===== config.mk =====
export PLATFORM = sky130hd
export DESIGN_NAME = rational_add_mul_reduce_top
export DESIGN_NICKNAME = d
export VERILOG_FILES = /design/src/sv/ramr_pkg.sv /design/src/sv/ramr_div.sv /design/src/sv/rational_add_mul_reduce_top.sv
export SDC_FILE = /design/constraint.sdc
export NUM_CORES = 2
export LEC_CHECK = 0
export BUFFER_PORTS_ARGS = -buffer_cell sky130_fd_sc_hd__buf_2
export CAP_MARGIN = 0
export CORE_ASPECT_RATIO = 0.8
export CORE_UTILIZATION = 40
export DETAILED_ROUTE_END_ITERATION = 8
export SYNTH_ARGS = -nofsm -noshare
export SYNTH_HDL_FRONTEND = slang
export SYNTH_SLANG_ARGS = --single-unit

===== constraint.sdc =====
create_clock -name i_clk -period 17.2 [get_ports i_clk]
set_input_delay 1.72 -clock i_clk [delete_from_list [all_inputs] [get_ports i_clk]]
set_output_delay 1.72 -clock i_clk [all_outputs]
set_load 0.01 [all_outputs]

===== src/sv/ramr_pkg.sv =====
package ramr_pkg;

    localparam int NUM_IN_W  = 32;
    localparam int DEN_IN_W  = 31;
    localparam int RES_NUM_W = 64;
    localparam int RES_DEN_W = 63;

    localparam logic CMD_ADD = 1'b0;
    localparam logic CMD_MUL = 1'b1;

    typedef enum logic [2:0] {
        ST_IDLE,
        ST_MUL,
        ST_COMB,
        ST_MAG,
        ST_GCD,
        ST_DIV,
        ST_DONE
    } t_state;

    typedef struct packed {
        logic busy;
        logic done;
    } t_div_stat;

endpackage


===== src/sv/ramr_div.sv =====
module ramr_div #(
    parameter int W = 64
) (
    input  logic                  i_clk,
    input  logic                  i_rst_n,
    input  logic                  i_start,
    input  logic [W-1:0]          i_dvd_a,
    input  logic [W-1:0]          i_dvd_b,
    input  logic [W-1:0]          i_dvs,
    output ramr_pkg::t_div_stat   o_stat,
    output logic [W-1:0]          o_quo_a,
    output logic [W-1:0]          o_quo_b
);

    localparam int CNT_W = $clog2(W);

    logic             r_busy;
    logic             r_done;
    logic [CNT_W-1:0] r_cnt;
    logic [W-1:0]     r_dvs;
    logic [W-1:0]     r_rem_a;
    logic [W-1:0]     r_rem_b;
    logic [W-1:0]     r_q_a;
    logic [W-1:0]     r_q_b;

    logic [W:0] sh_a;
    logic [W:0] sh_b;
    logic [W:0] df_a;
    logic [W:0] df_b;

    // restoring step, one quotient bit per cycle for both dividends
    assign sh_a = {r_rem_a, r_q_a[W-1]};
    assign sh_b = {r_rem_b, r_q_b[W-1]};
    assign df_a = sh_a - {1'b0, r_dvs};
    assign df_b = sh_b - {1'b0, r_dvs};

    always_ff @(posedge i_clk) begin
        if (!i_rst_n) begin
            r_busy <= 1'b0;
            r_done <= 1'b0;
            r_cnt  <= '0;
        end else begin
            r_done <= 1'b0;
            if (i_start) begin
                r_busy <= 1'b1;
                r_cnt  <= '0;
            end else if (r_busy) begin
                r_cnt <= r_cnt + CNT_W'(1);
                if (r_cnt == CNT_W'(W - 1)) begin
                    r_busy <= 1'b0;
                    r_done <= 1'b1;
                end
            end
        end
    end

    always_ff @(posedge i_clk) begin
        if (i_start) begin
            r_dvs   <= i_dvs;
            r_rem_a <= '0;
            r_rem_b <= '0;
            r_q_a   <= i_dvd_a;
            r_q_b   <= i_dvd_b;
        end else if (r_busy) begin
            r_rem_a <= df_a[W] ? sh_a[W-1:0] : df_a[W-1:0];
            r_rem_b <= df_b[W] ? sh_b[W-1:0] : df_b[W-1:0];
            r_q_a   <= {r_q_a[W-2:0], ~df_a[W]};
            r_q_b   <= {r_q_b[W-2:0], ~df_b[W]};
        end
    end

    assign o_stat.busy = r_busy;
    assign o_stat.done = r_done;
    assign o_quo_a     = r_q_a;
    assign o_quo_b     = r_q_b;

    a_done_after_busy: assert property (@(posedge i_clk) disable iff (!i_rst_n)
        r_done |-> $past(r_busy) && !r_busy)
        else $error("divider done without a finishing step");

    a_rem_below_dvs: assert property (@(posedge i_clk) disable iff (!i_rst_n)
        (r_busy && r_dvs != '0) |-> (r_rem_a < r_dvs) && (r_rem_b < r_dvs))
        else $error("divider remainder not below divisor");

endmodule


===== src/sv/rational_add_mul_reduce_top.sv =====
// Flow: a zero denominator goes straight to the output stage with the error flag; a zero
// numerator passes the serial multiply, combine and magnitude steps and gives 0/1; else
// binary gcd (one step a cycle) and restoring divide follow before the result is output.
// Throughput: one item at a time; the next is taken once the result is in the output
// register. The number of gcd steps is set by the operand values.
// Reset: synchronous active low, clears the state machine and output valid.
module rational_add_mul_reduce_top #(
    parameter int OPERAND_BITS = 32
) (
    input  logic                                     i_clk,
    input  logic                                     i_rst_n,
    input  logic                                     i_in_valid,
    output logic                                     o_in_ready,
    input  logic                                     i_command,
    input  logic signed [ramr_pkg::NUM_IN_W-1:0]     i_num_a,
    input  logic        [ramr_pkg::DEN_IN_W-1:0]     i_den_a,
    input  logic signed [ramr_pkg::NUM_IN_W-1:0]     i_num_b,
    input  logic        [ramr_pkg::DEN_IN_W-1:0]     i_den_b,
    output logic                                     o_out_valid,
    input  logic                                     i_out_ready,
    output logic signed [ramr_pkg::RES_NUM_W-1:0]    o_result_num,
    output logic        [ramr_pkg::RES_DEN_W-1:0]    o_result_den,
    output logic                                     o_div_zero_error
);

    localparam int OB    = OPERAND_BITS;
    localparam int M     = 2 * OB;
    localparam int CNT_W = $clog2(OB);
    localparam int RN_W  = ramr_pkg::RES_NUM_W;
    localparam int RD_W  = ramr_pkg::RES_DEN_W;

    ramr_pkg::t_state    r_state;
    ramr_pkg::t_state    n_state;
    ramr_pkg::t_div_stat div_stat;

    logic             div_start;
    logic             out_load;

    logic             r_mul;
    logic             r_sgn_a;
    logic             r_sgn_b;
    logic             r_neg;
    logic [CNT_W-1:0] r_cnt;
    logic [OB-1:0]    r_mc1;
    logic [OB-1:0]    r_mc2;
    logic [OB-1:0]    r_mc3;
    logic [OB-1:0]    r_mp1;
    logic [OB-1:0]    r_mp2;
    logic [OB-1:0]    r_mp3;
    logic [M-1:0]     r_acc1;
    logic [M-1:0]     r_acc2;
    logic [M-1:0]     r_acc3;
    logic [M-1:0]     r_n;
    logic [M-1:0]     r_u;
    logic [M-1:0]     r_v;
    logic [M-1:0]     r_mag;
    logic [M-1:0]     r_den;

    logic signed [RN_W-1:0] r_res_num;
    logic        [RD_W-1:0] r_res_den;
    logic                   r_res_err;

    logic                   r_out_valid;
    logic signed [RN_W-1:0] r_out_num;
    logic        [RD_W-1:0] r_out_den;
    logic                   r_out_err;

    logic [OB-1:0] in_na;
    logic [OB-1:0] in_nb;
    logic [OB-1:0] in_mag_a;
    logic [OB-1:0] in_mag_b;
    logic [OB-2:0] in_da;
    logic [OB-2:0] in_db;
    logic          den_zero;

    logic [OB:0]   ps1;
    logic [OB:0]   ps2;
    logic [OB:0]   ps3;

    logic          t1_neg;
    logic [M-1:0]  t1;
    logic [M-1:0]  t2;
    logic [M-1:0]  sum_n;
    logic [M-1:0]  mag_n;
    logic          mag_zero;

    logic [M:0]    d_uv;
    logic [M:0]    d_vu;
    logic          u_eq_v;

    logic [M-1:0]  q_a;
    logic [M-1:0]  q_b;
    logic [M-1:0]  q_signed;

    // operand fields: low OB bits of numerators as sign and magnitude, low OB-1 bits of denominators
    assign in_na    = i_num_a[OB-1:0];
    assign in_nb    = i_num_b[OB-1:0];
    assign in_mag_a = in_na[OB-1] ? (~in_na + OB'(1)) : in_na;
    assign in_mag_b = in_nb[OB-1] ? (~in_nb + OB'(1)) : in_nb;
    assign in_da    = i_den_a[OB-2:0];
    assign in_db    = i_den_b[OB-2:0];
    assign den_zero = (in_da == '0) || (in_db == '0);

    // shift-add multipliers, one multiplier bit a cycle
    assign ps1 = {1'b0, r_acc1[M-1:OB]} + {1'b0, (r_mp1[0] ? r_mc1 : {OB{1'b0}})};
    assign ps2 = {1'b0, r_acc2[M-1:OB]} + {1'b0, (r_mp2[0] ? r_mc2 : {OB{1'b0}})};
    assign ps3 = {1'b0, r_acc3[M-1:OB]} + {1'b0, (r_mp3[0] ? r_mc3 : {OB{1'b0}})};

    assign t1_neg = r_mul ? (r_sgn_a ^ r_sgn_b) : r_sgn_a;
    assign t1     = t1_neg ? (~r_acc1 + M'(1)) : r_acc1;
    assign t2     = r_mul ? '0 : (r_sgn_b ? (~r_acc2 + M'(1)) : r_acc2);
    assign sum_n  = t1 + t2;

    assign mag_n    = r_n[M-1] ? (~r_n + M'(1)) : r_n;
    assign mag_zero = (r_n == '0);

    assign d_uv   = {1'b0, r_u} - {1'b0, r_v};
    assign d_vu   = {1'b0, r_v} - {1'b0, r_u};
    assign u_eq_v = (r_u == r_v);

    assign q_signed = r_neg ? (~q_a + M'(1)) : q_a;

    ramr_div #(
        .W (M)
    ) u_div (
        .i_clk   (i_clk),
        .i_rst_n (i_rst_n),
        .i_start (div_start),
        .i_dvd_a (r_mag),
        .i_dvd_b (r_den),
        .i_dvs   (r_u),
        .o_stat  (div_stat),
        .o_quo_a (q_a),
        .o_quo_b (q_b)
    );

    always_ff @(posedge i_clk) begin
        if (!i_rst_n) begin
            r_state <= ramr_pkg::ST_IDLE;
        end else begin
            r_state <= n_state;
        end
    end

    always_comb begin
        n_state    = r_state;
        o_in_ready = 1'b0;
        div_start  = 1'b0;
        out_load   = 1'b0;
        case (r_state)
            ramr_pkg::ST_IDLE: begin
                o_in_ready = 1'b1;
                if (i_in_valid) begin
                    n_state = den_zero ? ramr_pkg::ST_DONE : ramr_pkg::ST_MUL;
                end
            end
            ramr_pkg::ST_MUL: begin
                if (r_cnt == CNT_W'(OB - 1)) begin
                    n_state = ramr_pkg::ST_COMB;
                end
            end
            ramr_pkg::ST_COMB: begin
                n_state = ramr_pkg::ST_MAG;
            end
            ramr_pkg::ST_MAG: begin
                n_state = mag_zero ? ramr_pkg::ST_DONE : ramr_pkg::ST_GCD;
            end
            ramr_pkg::ST_GCD: begin
                if (u_eq_v) begin
                    div_start = 1'b1;
                    n_state   = ramr_pkg::ST_DIV;
                end
            end
            ramr_pkg::ST_DIV: begin
                if (div_stat.done) begin
                    n_state = ramr_pkg::ST_DONE;
                end
            end
            ramr_pkg::ST_DONE: begin
                if (!r_out_valid || i_out_ready) begin
                    out_load = 1'b1;
                    n_state  = ramr_pkg::ST_IDLE;
                end
            end
            default: begin
                n_state = ramr_pkg::ST_IDLE;
            end
        endcase
    end

    always_ff @(posedge i_clk) begin
        if (!i_rst_n) begin
            r_cnt <= '0;
        end else if (r_state == ramr_pkg::ST_MUL) begin
            r_cnt <= r_cnt + CNT_W'(1);
        end else begin
            r_cnt <= '0;
        end
    end

    always_ff @(posedge i_clk) begin
        case (r_state)
            ramr_pkg::ST_IDLE: begin
                r_mul     <= (i_command == ramr_pkg::CMD_MUL);
                r_sgn_a   <= in_na[OB-1];
                r_sgn_b   <= in_nb[OB-1];
                r_mc1     <= in_mag_a;
                r_mc2     <= in_mag_b;
                r_mc3     <= {1'b0, in_da};
                r_mp1     <= (i_command == ramr_pkg::CMD_MUL) ? in_mag_b : {1'b0, in_db};
                r_mp2     <= {1'b0, in_da};
                r_mp3     <= {1'b0, in_db};
                r_acc1    <= '0;
                r_acc2    <= '0;
                r_acc3    <= '0;
                r_res_num <= '0;
                r_res_den <= '0;
                r_res_err <= 1'b1;
            end
            ramr_pkg::ST_MUL: begin
                r_acc1 <= {ps1, r_acc1[OB-1:1]};
                r_acc2 <= {ps2, r_acc2[OB-1:1]};
                r_acc3 <= {ps3, r_acc3[OB-1:1]};
                r_mp1  <= r_mp1 >> 1;
                r_mp2  <= r_mp2 >> 1;
                r_mp3  <= r_mp3 >> 1;
            end
            ramr_pkg::ST_COMB: begin
                r_n <= sum_n;
            end
            ramr_pkg::ST_MAG: begin
                r_neg     <= r_n[M-1];
                r_u       <= mag_n;
                r_mag     <= mag_n;
                r_v       <= r_acc3;
                r_den     <= r_acc3;
                r_res_num <= '0;
                r_res_den <= RD_W'(1);
                r_res_err <= 1'b0;
            end
            ramr_pkg::ST_GCD: begin
                // binary gcd; common factors of two come off the dividends directly
                if (u_eq_v) begin
                    r_u <= r_u;
                end else if (!r_u[0] && !r_v[0]) begin
                    r_u   <= r_u >> 1;
                    r_v   <= r_v >> 1;
                    r_mag <= r_mag >> 1;
                    r_den <= r_den >> 1;
                end else if (!r_u[0]) begin
                    r_u <= r_u >> 1;
                end else if (!r_v[0]) begin
                    r_v <= r_v >> 1;
                end else if (!d_uv[M]) begin
                    r_u <= d_uv[M:1];
                end else begin
                    r_v <= d_vu[M:1];
                end
            end
            ramr_pkg::ST_DIV: begin
                if (div_stat.done) begin
                    r_res_num <= RN_W'(signed'(q_signed));
                    r_res_den <= RD_W'(q_b);
                    r_res_err <= 1'b0;
                end
            end
            default: begin
            end
        endcase
    end

    always_ff @(posedge i_clk) begin
        if (!i_rst_n) begin
            r_out_valid <= 1'b0;
        end else if (out_load) begin
            r_out_valid <= 1'b1;
        end else if (i_out_ready) begin
            r_out_valid <= 1'b0;
        end
    end

    always_ff @(posedge i_clk) begin
        if (out_load) begin
            r_out_num <= r_res_num;
            r_out_den <= r_res_den;
            r_out_err <= r_res_err;
        end
    end

    assign o_out_valid      = r_out_valid;
    assign o_result_num     = r_out_num;
    assign o_result_den     = r_out_den;
    assign o_div_zero_error = r_out_err;

    a_gcd_nonzero: assert property (@(posedge i_clk) disable iff (!i_rst_n)
        (r_state == ramr_pkg::ST_GCD) |-> (r_u != '0) && (r_v != '0))
        else $error("gcd operand reached zero");

    a_div_done_state: assert property (@(posedge i_clk) disable iff (!i_rst_n)
        div_stat.done |-> (r_state == ramr_pkg::ST_DIV))
        else $error("divider finished outside divide state");

    a_err_zero_result: assert property (@(posedge i_clk) disable iff (!i_rst_n)
        (r_out_valid && r_out_err) |-> (r_out_num == '0) && (r_out_den == '0))
        else $error("error beat carries a non-zero result");

    a_den_positive: assert property (@(posedge i_clk) disable iff (!i_rst_n)
        (r_out_valid && !r_out_err) |-> (r_out_den != '0))
        else $error("result beat with zero denominator");

endmodule


== Word level (Yosys, flattened, before mapping) ==
Index checks and enable logic that the tools add are counted.

* Logic and storage cells: 180
* Output and inout port bits: 130
* Bits in registers: 1300
* Input bits: 131

* Reductions and logical operators: 28
* Add/sub/neg operators: 16
* Bitwise operators: 11
* Multiplexer cells: 67
* Eq/ne operators: 20

{| class="wikitable"
|+ Operator list
! cell !! count
|-
| $mux 64 || 26
|-
| $pmux 64 s2 || 8
|-
| $add 64x1->64 const B || 4
|-
| $not 64->64 || 4
|-
| $pmux 32 s2 || 3
|-
| $pmux 63 s3 || 1
|-
| $sub 64x64->65 || 2
|-
| $sub 65x64->65 || 2
|-
| $mux 32 || 4
|-
| $add 32x32->33 || 2
|-
| $add 32x1->32 const B || 2
|-
| $add 64x64->64 || 1
|-
| $eq 64x64->1 || 1
|-
| $logic_not 64->1 || 1
|-
| $not 32->32 || 2
|-
| $mux 63 || 1
|-
| $logic_not 31->1 || 2
|-
| $mux 31 || 2
|-
| $add 32x31->33 || 1
|-
| $pmux 3 s7 || 1
|-
| $mux 3 || 6
|-
| $mux 1 || 13
|-
| $ne 2x2->1 const B || 6
|-
| $ne 4x4->1 const B || 3
|-
| other kinds (25) || 44
|}

== Depth between registers and ports, before layout ==
* Depth after elaboration: 7
* Gate-level depth with buffers: 24
* Depth with buffers taken out: 23

== Modules after synthesis ==
From an unflattened synthesis, not the netlist that was laid out.

* Cells, all modules: 8069
* Area total of the unflattened synthesis: 79862.8 um^2

{| class="wikitable"
|+ Modules (own cells, without submodules)
! module !! instances !! sequential area each (um^2) !! area an instance (um^2) !! cells an instance
|-
| rational_add_mul_reduce_top || 1 || 29037.8 || 59046.6 || 5862
|-
| ramr_div || 1 || 8488.1 || 20816.2 || 2207
|}

== Worst setup path after synthesis ==
Ideal clock, no wire load.

* Path kind: register to register
* Start: register r_u[58]
* End: register r_den[0], enable pin
* Stages on the path, launching flop included: 12
* Setup time: 0.793 ns
* Slack: 5.654 ns
* Data required time: 16.407 ns
* Buffers on the path: 1
* Period minus slack after synthesis: 11.546 ns
* Arrival time: 10.753 ns
* Cell sequence: edfxtp_1 > inv_1 > ha_1 > clkbuf_1 > and3_1 > and2_1 > inv_1 > or4_1 > nor3_1 > nand3_1 > nand2_1 > o21ai_0

* Word-level cells in the longest chain between the ends: 3

{| class="wikitable"
|+ Ends and longest elaborated chain
! element !! RTL line !! text
|-
| start, declared || rational_add_mul_reduce_top.sv:54 || <nowiki>logic [M-1:0] r_u;</nowiki>
|-
| start signal, assigned || rational_add_mul_reduce_top.sv:233 || <nowiki>r_u <= mag_n;</nowiki>
|-
| start signal, assigned || rational_add_mul_reduce_top.sv:244 || <nowiki>r_u <= r_u;</nowiki>
|-
| start signal, assigned || rational_add_mul_reduce_top.sv:246 || <nowiki>r_u <= r_u >> 1;</nowiki>
|-
| $eq 64x64->1 || rational_add_mul_reduce_top.sv:119 || <nowiki>assign u_eq_v = (r_u == r_v);</nowiki>
|-
| $ne 2x2->1 (no line) || -- ||
|-
| $reduce_and 3->1 (no line) || -- ||
|-
| end signal, assigned || rational_add_mul_reduce_top.sv:236 || <nowiki>r_den <= r_acc3;</nowiki>
|-
| end signal, assigned || rational_add_mul_reduce_top.sv:249 || <nowiki>r_den <= r_den >> 1;</nowiki>
|-
| end, declared || rational_add_mul_reduce_top.sv:57 || <nowiki>logic [M-1:0] r_den;</nowiki>
|}

No other way between the ends.
A chain may end at the register's enable or synchronous reset.

== Final worst setup path ==
* Start: register r_u[56]
* End: register u_div.r_q_b[57], in the netlist u_div.o_quo_b[57], enable pin

* Word-level cells in the longest chain between the ends: 4

{| class="wikitable"
|+ Ends and longest elaborated chain
! element !! RTL line !! text
|-
| $eq 64x64->1 || rational_add_mul_reduce_top.sv:119 ||
|-
| $mux 1 || rational_add_mul_reduce_top.sv:169 || <nowiki>if (u_eq_v) begin</nowiki>
|-
| $mux 1 || rational_add_mul_reduce_top.sv:150 || <nowiki>case (r_state)</nowiki>
|-
| $reduce_bool 2->1 (no line) || -- ||
|-
| end signal, assigned || ramr_div.sv:63 || <nowiki>r_q_b <= i_dvd_b;</nowiki>
|-
| end signal, assigned || ramr_div.sv:68 || <nowiki>r_q_b <= {r_q_b[W-2:0], ~df_b[W]};</nowiki>
|-
| end, declared || ramr_div.sv:24 || <nowiki>logic [W-1:0] r_q_b;</nowiki>
|}

No other way between the ends.

==> impl_metrics.csv <==
group,metric,value,unit
global_routing,met3_usage,0.0450,
outcome,outcome,"complete, no violations",
drt,firstDrtPassIters,6,
final_layout,drive_gt1_frac,0.0728,
drt,vias,64431,
timing,slew_headroom,0.125,
setup_path,crit_path_end_kind,"register",
yosys,avgSynthCellArea,9.55,µm²
yosys,synth_enable_flop_cells,1153,
setup_path,critPathBufInv,5,
power_and_ir_drop,power.switching,5460,µW
timing,timing.fmax,157,MHz
floorplan,pin_count,261,
timing,fin_crit,6350,ps
placement,place_congestion,0.987,
yosys,synthArstFlopShare,0,
clock_network,ctsHoldBuffers,0,
setup_path,cp_max_fo,66,
yosys,ys_dominant_reg_cell,"edfxtp_1",
setup_path,crit_slowest_cell,"nor4_1",
yosys,yosysSeqAreaShare,0.471,
global_routing,grt_pass1_wl,376000,µm
placement,dp_slack,11020,ps
timing,drv_slew,0,
floorplan,fp.dieW,501,µm
run,maxCapViolCount,0,
drt,drt.antenna.violating_nets,0,
clock_network,cts_max_path_buffers,3,
setup_path,rrSetupSlack,10850,ps
floorplan,placementRows,146,
global_routing,grt_pass1_vias,60037,
timing,final-setup-viol-count,0,
yosys,ys_types,87,
timing,layout_setup_ws,10850,ps
global_routing,grt_util_met1,0.368,
global_routing,grt-ovfl-total,0,
floorplan,die_area,201000,µm²
clock_network,clk_latency,800,ps
floorplan,core_region_area,198000,µm²
global_routing,grt_antenna_before_repair,17,
timing,worstMarginPinSlew,1280,ps
setup_path,path_delay_family,"simple AND/OR/NAND/NOR gates",
timing,rsz0062_at_grt,"no",
power_and_ir_drop,p_leak,0.0357,µW
yosys,ys_ff_latch,1298,
global_routing,grt_use_met2,0.353,
clock_network,clockRootBuffer,"clkbuf_16",
timing,timing.final.crit_share,0.369,
timing,hold_viol_final,0,
floorplan,initial_core_util,0.403,
power_and_ir_drop,ir_worst_vdd,0.0000904,V
global_routing,grt_max_degree,203,
power_and_ir_drop,netSwitchingFraction,0.396,
timing,clock_skew,35.2,ps
clock_network,cts_buffers,142,
power_and_ir_drop,share_seq_of_total_power,0.362,
final_layout,nNetsFinal,8960,
power_and_ir_drop,p_clk_frac,0.222,
global_routing,grt_usage,0.244,
setup_path,arrival,6760,ps
clock_network,cts.repair.resized,0,
drt,routedWlPerCell,22.5,µm
setup_path,critPathLaunchType,"register",
setup_path,critPathRequiredTime,17610,ps
global_routing,top_usage_layer,"met1",
power_and_ir_drop,combPwrFrac,0.416,
placement,port_buffers,260,
power_and_ir_drop,powerDensity,157,nW/µm²
clock_network,htreeDepth,4,
worst_hold_path,hold_path.class,"reg -> reg",
clock_network,clk_pin_slew,60,ps
final_layout,syn2layout_area_growth,10.5,%
clock_network,post_cts_buffers,0,
clock_network,cts_tree,"yes",
yosys,syn_inst,8347,
worst_hold_path,min_from,"r_res_den[57]",
drt,drc,0,
final_layout,final_cell_mix,"nand2_1, edfxtp_1, a21oi_1, nor2_1, o21ai_0",
timing,tns,0,ps
setup_path,crit_chain,"inv_1 > ha_1 > and3_1 > and2_1 > inv_1 > or4_1 > nor4_1 > and2_4 > nor2_4 > buf_4 > inv_4 > buf_4",
drt,finalWirelength,252000,µm
placement,hpwl,192000,µm
floorplan,die_y,401,µm
final_layout,layout_commonest_cell,"nand2_1",
power_and_ir_drop,power.internal,8320,µW
clock_network,clock_sinks,1298,
yosys,syn_nets,8910,
setup_path,crit_start,"r_u[56]",
setup_path,critPathMaxStageDelay,890,ps
setup_path,criticalPathCategory,"reg -> reg",
setup_path,reg2reg_from,"r_u[56]",
yosys,ys_warn_count,0,
drt,first_iter_violations,6733,
yosys,synth_area,79700,µm²
drt,vias_per_cell,5.76,
==> per-stage QoR <==
step | util | hold WS [ps] | cell area (µm²) | cells | total power (µW)
2_1_floorplan | - | 400 | 79700 | 8347 | 9090
3_3_place_gp | 0.422 | 405 | 83400 | 10917 | 10700
3_5_place_dp | 0.422 | 405 | 83400 | 10917 | 10700
4_1_cts | 0.445 | 415 | 88000 | 11171 | 13800
5_1_grt | 0.445 | 416 | 88000 | 11175 | 14600
6_report | 0.445 | 410 | 88000 | 11177 | 13800
==> state kept, by name (all words and copies together) (netlist names), 31 cells and up <==
register / cells
u_div.o_quo_b: 64
u_div.r_rem_a: 64
r_mc3: 31
r_mc2: 32
r_mp3: 31
u_div.r_rem_b: 64
r_mp1: 32
u_div.o_quo_a: 64
r_mag: 64
r_acc2: 64
o_result_den: 63
o_result_num: 64
r_res_num: 64
r_res_den: 63
r_den: 64
r_acc3: 64
r_v: 64
r_n: 64
r_acc1: 64
r_u: 64
u_div.r_dvs: 64
r_mp2: 31
r_mc1: 32
==> metal layers <==
layer | part of all wire | wire (µm) | vias up
li1 | - | - | 30293
met1 | 0.47 | 119000 | 31207
met2 | 0.41 | 104000 | 2571
met3 | 0.084 | 21100 | 348
met4 | 0.027 | 6870 | 12
met5 | 0.00023 | 58 | -
==> synthesized netlist by cell type, types with 11 or more instances <==
cell type	instances	area share
edfxtp_1	1153	0.43
clkbuf_1	373	0.018
a21boi_0	22	0.0021
o21bai_1	92	0.0087
nor2_1	656	0.031
a31oi_1	53	0.0042
nor3b_1	11	0.0010
a22oi_1	27	0.0025
or2_2	16	0.0013
buf_2	17	0.0011
nor4_1	52	0.0041
a211o_1	16	0.0018
and2_1	187	0.015
or3_1	50	0.0039
o31ai_1	106	0.010
o31a_1	17	0.0019
buf_1	23	0.0011
a21o_1	175	0.016
inv_1	347	0.016
nand2_1	1241	0.058
nor2b_1	49	0.0038
o211ai_1	50	0.0047
o21a_1	48	0.0045
or4_1	48	0.0045
and3_1	130	0.010
ha_1	424	0.067
mux2i_1	91	0.011
o41ai_1	50	0.0055
a2111oi_0	13	0.0014
dfxtp_1	145	0.036
nand4_1	79	0.0062
nand3_1	149	0.0094
o221ai_1	11	0.0012
xor2_1	363	0.040
a221oi_1	62	0.0068
xnor2_1	322	0.035
nor3_1	124	0.0078
a211oi_1	72	0.0068
o21ai_0	501	0.031
a32oi_1	19	0.0021
a21oi_1	733	0.046
nand3b_1	12	0.0011
nand2b_1	74	0.0058
==> worst reg2reg max path: stages (launching register included) <==
cell      delay, ps
edfxtp_1        450
inv_1            70
ha_1            540
and3_1          250
and2_1          210
inv_1            80
or4_1           700
nor4_1          890
and2_4          610
nor2_4           50
buf_4           390
inv_4           730
buf_4           840
==> worst paths after layout <==
check,endpoint,cells after the start
worst max-delay path,u_div.o_quo_b[57],12
worst min-delay path,o_result_den[57],0
worst max register to register,u_div.o_quo_b[57],12
worst min register to register,o_result_den[57],0
==> power groups by stage <==
| stage | Clock (µW) | Sequential, µW | Combinational (µW) |
|---|---|---|---|
| after global placement | 0 | 5020 | 5640 |
| final | 3060 | 4980 | 5730 |
| after global routing | 3240 | 5050 | 6330 |
| after detailed placement | 0 | 5040 | 5660 |
| after floorplan | 0 | 4890 | 4200 |
| after CTS | 3130 | 4980 | 5690 |
==> logic make-up (layout without fill, tap and decap cells) <==
kind of cell             Yosys count  in the layout  share of synthesized area
buffers and inverters            762            922                     0.0362
flip-flops                      1298           1298                      0.471
AO/OA/AOI/OAI                   2147           2147                      0.168
other                              0              6                          0
XOR/XNOR                         685            685                     0.0753
adder cells (fa/ha/maj)          432            432                     0.0686
multiplexers                      94             94                     0.0119
AND/OR/NAND/NOR                 2929           2929                      0.170
==> cell type report <==
class / count / area (µm²)
fillers: 19064 / 110000
multi-input cells: 6287 / 39500
flip-flops and latches: 1298 / 37500
clock buffers: 185 / 3880
well taps: 2664 / 3330
repair buffers: 320 / 1790
inverters: 348 / 1310
clock inverters: 69 / 711
diodes: 6 / 15.0
Note: power is estimated with default switching activity, not from simulation.
